==> src/hdl/plu_pkg.sv <==
`default_nettype none
package plu_pkg;

    // Number of distortion-removal passes, each a pipeline segment of its own.
    localparam int ITERATIONS = 8;
    // Register stages of the pixel lift and of one distortion pass.
    localparam int LIFT_STAGES = 2;
    localparam int ITER_STAGES = 8;
    localparam int LATENCY = LIFT_STAGES + ITERATIONS * ITER_STAGES;

    // Configuration register indexes.
    localparam logic [3:0] REG_INV_FOCAL_X = 4'd0;
    localparam logic [3:0] REG_OFFSET_X    = 4'd1;
    localparam logic [3:0] REG_INV_FOCAL_Y = 4'd2;
    localparam logic [3:0] REG_OFFSET_Y    = 4'd3;
    localparam logic [3:0] REG_RADIAL_K1   = 4'd4;
    localparam logic [3:0] REG_RADIAL_K2   = 4'd5;
    localparam logic [3:0] REG_TANGENT_P1  = 4'd6;
    localparam logic [3:0] REG_TANGENT_P2  = 4'd7;

    localparam int FRAC = 28;
    localparam logic signed [63:0] S32_MAX = 64'sd2147483647;
    localparam logic signed [63:0] S32_MIN = -64'sd2147483648;
    localparam logic signed [63:0] ROUND_HALF = 64'sd134217728;

    // A Q4.28 value together with its clip flag.
    typedef struct packed {
        logic               ovf;
        logic signed [31:0] val;
    } sat_t;

    // Distortion coefficients shared by all passes.
    typedef struct packed {
        logic signed [31:0] k1;
        logic signed [31:0] k2;
        logic signed [31:0] p1;
        logic signed [31:0] p2;
    } coef_t;

    // Clip a wide signed value to 32 bit signed.
    function automatic sat_t sat32(input logic signed [63:0] v);
        sat_t r;
        if (v > S32_MAX)
        begin
            r.ovf = 1'b1;
            r.val = 32'sh7FFFFFFF;
        end
        else if (v < S32_MIN)
        begin
            r.ovf = 1'b1;
            r.val = 32'sh80000000;
        end
        else
        begin
            r.ovf = 1'b0;
            r.val = 32'(v);
        end
        return r;
    endfunction

    // Q4.28 product, rounded half up, then clipped.
    function automatic sat_t qmul(input logic signed [31:0] a, input logic signed [31:0] b);
        logic signed [63:0] p;
        logic signed [63:0] r;
        p = 64'(a) * 64'(b);
        r = (p + ROUND_HALF) >>> FRAC;
        return sat32(r);
    endfunction

    function automatic sat_t qadd(input logic signed [31:0] a, input logic signed [31:0] b);
        return sat32(64'(a) + 64'(b));
    endfunction

    function automatic sat_t qsub(input logic signed [31:0] a, input logic signed [31:0] b);
        return sat32(64'(a) - 64'(b));
    endfunction

endpackage
`default_nettype wire

==> src/hdl/plu_lift.sv <==
`default_nettype none
module plu_lift (
    input  wire logic               clk,
    input  wire logic               rst_n,
    input  wire logic               in_valid,
    input  wire logic [15:0]        pixel_x,
    input  wire logic [15:0]        pixel_y,
    input  wire logic [31:0]        inv_focal_x,
    input  wire logic signed [31:0] offset_x,
    input  wire logic [31:0]        inv_focal_y,
    input  wire logic signed [31:0] offset_y,
    output logic                    out_valid,
    output logic signed [31:0]      xd,
    output logic signed [31:0]      yd,
    output logic                    ovf
);

    logic               v1_reg, v2_reg;
    logic [47:0]        px_reg, py_reg;
    logic signed [31:0] xd_reg, xd_next, yd_reg, yd_next;
    logic               ovf_reg, ovf_next;

    // Scale one axis: round Q12.36 to Q4.28, clip, then add the offset.
    function automatic plu_pkg::sat_t lift_axis(input logic [47:0] p,
                                                input logic signed [31:0] off);
        logic [48:0]   rs;
        logic [40:0]   r;
        plu_pkg::sat_t s;
        plu_pkg::sat_t a;
        rs = {1'b0, p} + 49'd128;
        r  = rs[48:8];
        if (r > 41'd2147483647)
        begin
            s.ovf = 1'b1;
            s.val = 32'sh7FFFFFFF;
        end
        else
        begin
            s.ovf = 1'b0;
            s.val = signed'(r[31:0]);
        end
        a = plu_pkg::qadd(s.val, off);
        a.ovf = a.ovf | s.ovf;
        return a;
    endfunction

    // Second stage: rounding, clipping and offset.
    always_comb
    begin
        plu_pkg::sat_t sx;
        plu_pkg::sat_t sy;
        sx = lift_axis(px_reg, offset_x);
        sy = lift_axis(py_reg, offset_y);
        xd_next  = sx.val;
        yd_next  = sy.val;
        ovf_next = sx.ovf | sy.ovf;
    end

    // Valid bits.
    always_ff @(posedge clk or negedge rst_n)
    begin
        if (!rst_n)
        begin
            v1_reg <= 1'b0;
            v2_reg <= 1'b0;
        end
        else
        begin
            v1_reg <= in_valid;
            v2_reg <= v1_reg;
        end
    end

    // Payload: products first, then the lifted point.
    always_ff @(posedge clk)
    begin
        px_reg  <= 48'(pixel_x) * 48'(inv_focal_x);
        py_reg  <= 48'(pixel_y) * 48'(inv_focal_y);
        xd_reg  <= xd_next;
        yd_reg  <= yd_next;
        ovf_reg <= ovf_next;
    end

    assign out_valid = v2_reg;
    assign xd        = xd_reg;
    assign yd        = yd_reg;
    assign ovf       = ovf_reg;

endmodule
`default_nettype wire

==> config.mk <==
export PLATFORM = sky130hd
export DESIGN_NAME = plu_lift
export DESIGN_NICKNAME = d
export VERILOG_FILES = /design/src/hdl/plu_pkg.sv /design/src/hdl/plu_lift.sv
export SDC_FILE = /design/constraint.sdc
export NUM_CORES = 2
export LEC_CHECK = 0
export BUFFER_PORTS_ARGS = -buffer_cell sky130_fd_sc_hd__buf_2
export CORE_MARGIN = 5
export CORE_UTILIZATION = 25
export CTS_CLUSTER_SIZE = 25
export DETAILED_ROUTE_END_ITERATION = 8
export PLACE_DENSITY_LB_ADDON = 0.25
export SETUP_SLACK_MARGIN = 0.3
export SLEW_MARGIN = 20
export SYNTH_ARGS = -nofsm -noshare
export SYNTH_HDL_FRONTEND = slang
export SYNTH_SLANG_ARGS = --single-unit
==> constraint.sdc <==
create_clock -name clk -period 5.5 [get_ports clk]
set_input_delay 1.375 -clock clk [delete_from_list [all_inputs] [get_ports clk]]
set_output_delay 1.375 -clock clk [all_outputs]
set_load 0.02 [all_outputs]
Word-level counts from Yosys, hierarchy flattened
Index checks and enable logic that the tools add are counted.
- input port bits: 163
- output and inout port bits: 66
- register bits after elaboration: 163
- logic and storage cells: 28
- muxes and demuxes: 6
- magnitude comparators: 6
- add/sub/neg operators: 4
- multipliers: 2
- bitwise gates (word level): 3
- operators by type and width (operator ; number):
    $mux 33 ; 6
    $add 48x8->49 const B ; 2
    $mul 16x32->48 ; 2
    $gt 41x31->1 const B ; 2
    $add 32x32->33 ; 2
    $gt 33x32->1 const B ; 2
    $lt 33x32->1 const B ; 2
    $or 1x1->1 ; 3

Longest topological paths before layout
- depth after elaboration: 9
- depth in mapped cells: 26
- mapped depth without buffers: 24

Worst setup path before layout
No wires, ideal clock.
- path kind: input to register
- from: in pixel_x[15]
- to: reg px_reg[47]
- stages on the path: 21
- library setup time: 72 ps
- data required time: 5428 ps
- path buffers: 1
- setup slack: -1784 ps
- arrival time: 7212 ps
- path through: clkbuf_1 -> nand2_1 -> fa_1 -> inv_1 -> fa_1 -> fa_1 -> inv_1 -> fa_1 -> fa_1 -> inv_1 -> fa_1 -> ha_1 -> a21o_1 -> a21oi_1 -> o211ai_1 -> and3_1 -> nor4_1 -> o31ai_1 -> and3b_1 -> a2111oi_2 -> xnor2_1
- word-level cells in the longest chain between the ends: 1
- ends and longest elaborated chain (element ; line ; text):
    from (decl) ; plu_lift.sv:6 ; input wire logic [15:0] pixel_x,
    $mul 16x32->48 ; plu_lift.sv:77 ; px_reg <= 48'(pixel_x) * 48'(inv_focal_x);
    to (signal assigned) ; plu_lift.sv:77 ;
    to (decl) ; plu_lift.sv:19 ; logic [47:0] px_reg, py_reg;
Every way passes these cells.
A chain may end at the register's enable or synchronous reset.

Worst setup path in the final report
- from: in pixel_x[1]
- to: reg px_reg[44]
Same word-level chain as after synthesis.

==> impl_results.md <==
* Reg2reg path depth at 28
* RR Endpoint: xd[12]$_SDFF_PN1_
* Slowest CP cell: fa_1
* Setup Skew at 12.7 ps
* WHS Endpoint: out_valid$_DFF_PN0_
* DR WL/cell at 16.9 um
* Vias per cell at around 4.4
* Most frequent cells in the layout: 812 x nand2_1, 783 x fa_1, 779 x inv_1, 665 x buf_4, 260 x and2_1
* GRT Total Usage at 15.5%
* Failing checks: negative setup slack
* Slowest stage delay, CP at ~550 ps
* FF/Latch Area at 3010 um2
* Area of the multi-input gates at 34800 um2
* CTS max path bufs at 2
* Mapped Area at 38700 um2
* Ys Warns at 0
* Max H-tree Level at 4
* Area added between synthesis and finish at 39.3%
* Critical path startpoint category: input port
* Post-synthesis cell type count at 76
* Commonest non-fill, non-tap cell in the layout: nand2_1
* Reg2Reg Setup Slack at roughly 100 ps
* Req. time, crit path at a little under 6000 ps
* HP Start: v1_reg$_DFF_PN0_
* Met3 wire length at 7.46 mm
* Clock Latency Late Sink at roughly 480 ps
* Die Width at between 400 and 500 um
* Crit path max fanout at 12
* RSZ-0062 raised after global routing: yes
* Hold Buf Count CTS at 0
* Die Y at 403 um
* Clock slew at reported path FFs at 60 ps
* Layout cell share with drive strength beyond 1 at 30.9%
* First-pass GRT wire length at 199 mm
* Synthesized flop and latch total at approximately 150
* Fin crit share at 123%
* Antenna Violating Nets Remaining at 0
* Row Count at 144
* Post-Syn Area per Cell at 8.79 um2
* Final critical-path required period at 6770 ps
* Post-synth EDFFs at 0
* Worst setup margin at -1270 ps
* Sum Neg Setup Slack at -58480 ps
* Sequential element share of the synthesized area at 7.74%
* Pin count of the biggest net entering global routing at 21
* Worst-margin pin slew at 535 ps
* Initial Utilization at 25.1%
* Max_slew headroom at 63.9%
* Clock root buffer: clkbuf_16
* Post-synth ARST share at 1.34%
* CTS tree: done
* Final WL at 124 mm
* Initial antenna violation count at 12
* Slew Viols, Final at 0
* Port bufs at 228
* Total number of vias at 32200
* Core ar. at 154000 um2
* Reg2reg start: px_reg[12]$_DFF_P_
* Initial DRC Count at 1363
* Worst path top cell family by delay: adder cells
* CP startpoint: pixel_x[1]
* Total congestion overflow at 0
* Worst Path Class, Setup: input port to flop
* Max Fclk at 148 MHz
* Fillers at 15900
* Hpwl dp at 104 mm
* Hold depth at 0
* WL met1 at approximately 54 mm
* Worst setup EP type: flop
* Max Cap Viol at 0
* Worst path most repeated cell: fa_1
* Die area at ~160000 um2
* DR top layer: met5
* Total clock sinks at 149
* Number of remaining DRC errors at 0
* Metal2 WL at between 50 and 60 mm
* Setup violators final at 74
* Buf+Inv Stages, Crit Path at 12
* Routability Congestion at 0.856
* Status: complete, but fails checks
* Mapped Cells at approximately 4400
* Min-Delay Path Class: flop to flop
* Worst EP arrival at 7130 ps
* Hold Vio Cnt, Final at 0
* Fin nets at roughly 6600
* Vias in the first global route at 35300
* # IOs at 229
* Drt pass-1 iters at 5
* Total CTS buffers at 17
* Synth Flop Type: dfxtp_1
[final cells by class]
cell class / count / share of cell area [%]
multi-input cells: 3256 / 64.5
diodes: 9 / 0.0418
clock buffers: 18 / 0.815
inverters: 810 / 5.65
flip-flops and latches: 149 / 5.58
repair buffers: 1076 / 18.2
well taps: 2044 / 4.75
clock inverters: 14 / 0.457
[synthesized netlist by cell type, drive strengths merged, types with 3 or more instances]
| cell | count | area share (%) |
|---|---|---|
| a21oi | 130 | 1.7 |
| a21boi | 3 | 0.058 |
| xnor2 | 101 | 2.3 |
| fa | 836 | 43 |
| a221o | 3 | 0.078 |
| ha | 302 | 9.8 |
| or4 | 4 | 0.078 |
| and2 | 292 | 4.7 |
| nor3 | 19 | 0.26 |
| a2111oi | 6 | 0.17 |
| nand2b | 13 | 0.21 |
| clkbuf | 169 | 1.6 |
| o211ai | 11 | 0.21 |
| nand4 | 36 | 0.58 |
| a31o | 3 | 0.068 |
| nand3 | 41 | 0.53 |
| a22oi | 3 | 0.058 |
| o21ai | 86 | 1.1 |
| nor2 | 91 | 0.93 |
| a31oi | 15 | 0.27 |
| or2 | 4 | 0.065 |
| a21o | 76 | 1.5 |
| and3 | 29 | 0.47 |
| o21bai | 14 | 0.27 |
| a211oi | 19 | 0.37 |
| or3 | 10 | 0.16 |
| o31ai | 5 | 0.097 |
| a211o | 4 | 0.091 |
| o22ai | 3 | 0.049 |
| nor4 | 8 | 0.13 |
| nand2 | 905 | 8.8 |
| maj3 | 14 | 0.38 |
| o21a | 14 | 0.27 |
| dfxtp | 147 | 7.6 |
| xor2 | 91 | 2.1 |
| a221oi | 5 | 0.15 |
| inv | 810 | 7.9 |
| nor2b | 17 | 0.27 |
| buf | 18 | 0.30 |
| and4 | 13 | 0.29 |
[worst max path at each step]
| stage | cells past startpoint | slack (ps) | end |
|---|---|---|---|
| floorplan | 21 | -1200 | py_reg[42]$_DFF_P_ |
| global placement | 23 | -1980 | py_reg[47]$_DFF_P_ |
| detailed placement | 23 | -2030 | py_reg[42]$_DFF_P_ |
| CTS | 26 | -1170 | px_reg[38]$_DFF_P_ |
| global route | 27 | -1490 | px_reg[34]$_DFF_P_ |
| finish | 27 | -1270 | px_reg[44]$_DFF_P_ |
[layer usage]
layer,GRT usage (%),up-vias
met4,4.25,2
met2,26.2,660
li1,-,15200
met1,20.3,16200
met5,0,-
met3,2.88,113
[worst register-to-register path, delay by kind of cell, from the launching register on]
kind / cells / cell delay (ps)
AO/OA/AOI/OAI: 12 / 2400
flip-flops: 1 / 330
buffers and inverters: 7 / 1070
adder cells (fa/ha/maj): 1 / 210
AND/OR/NAND/NOR: 8 / 1300
[through the flow]
| step | setup slack, ps | cell area, um2 | utilization (%) | cells | hold WS, ps |
|---|---|---|---|---|---|
| global placement | -1980 | 48400 | 31.4 | 7164 | 336 |
| detailed placement | -2030 | 48400 | 31.4 | 7164 | 336 |
| global route | -1490 | 53900 | 35.0 | 7372 | 359 |
| CTS | -1170 | 52800 | 34.3 | 7318 | 351 |
| floorplan | -1200 | 40900 | - | 4402 | 331 |
| finish | -1270 | 53900 | 35.0 | 7376 | 347 |
[timing repair]
item / CTS / global route
buffers inserted: 98 / 48
cloned: 24 / 1
setup endpoints to repair: 144 / 145
resized for setup: 587 / 149
pin swaps: 284 / 146
[kinds of logic after synthesis]
kind of cell / count (synthesis) / share of synthesized area (%)
mux: 2 / 0.0582
fa+ha+maj: 1152 / 53.4
buf+inv: 997 / 9.80
simple gates: 1486 / 17.6
compound gates: 422 / 7.03
flops: 149 / 7.74
xor+xnor: 192 / 4.35
other cells: 1 / 0.00970
Power is left out: the tool's default activity adds up to more than one toggle a clock period on the data nets, which glitch-free logic cannot reach.
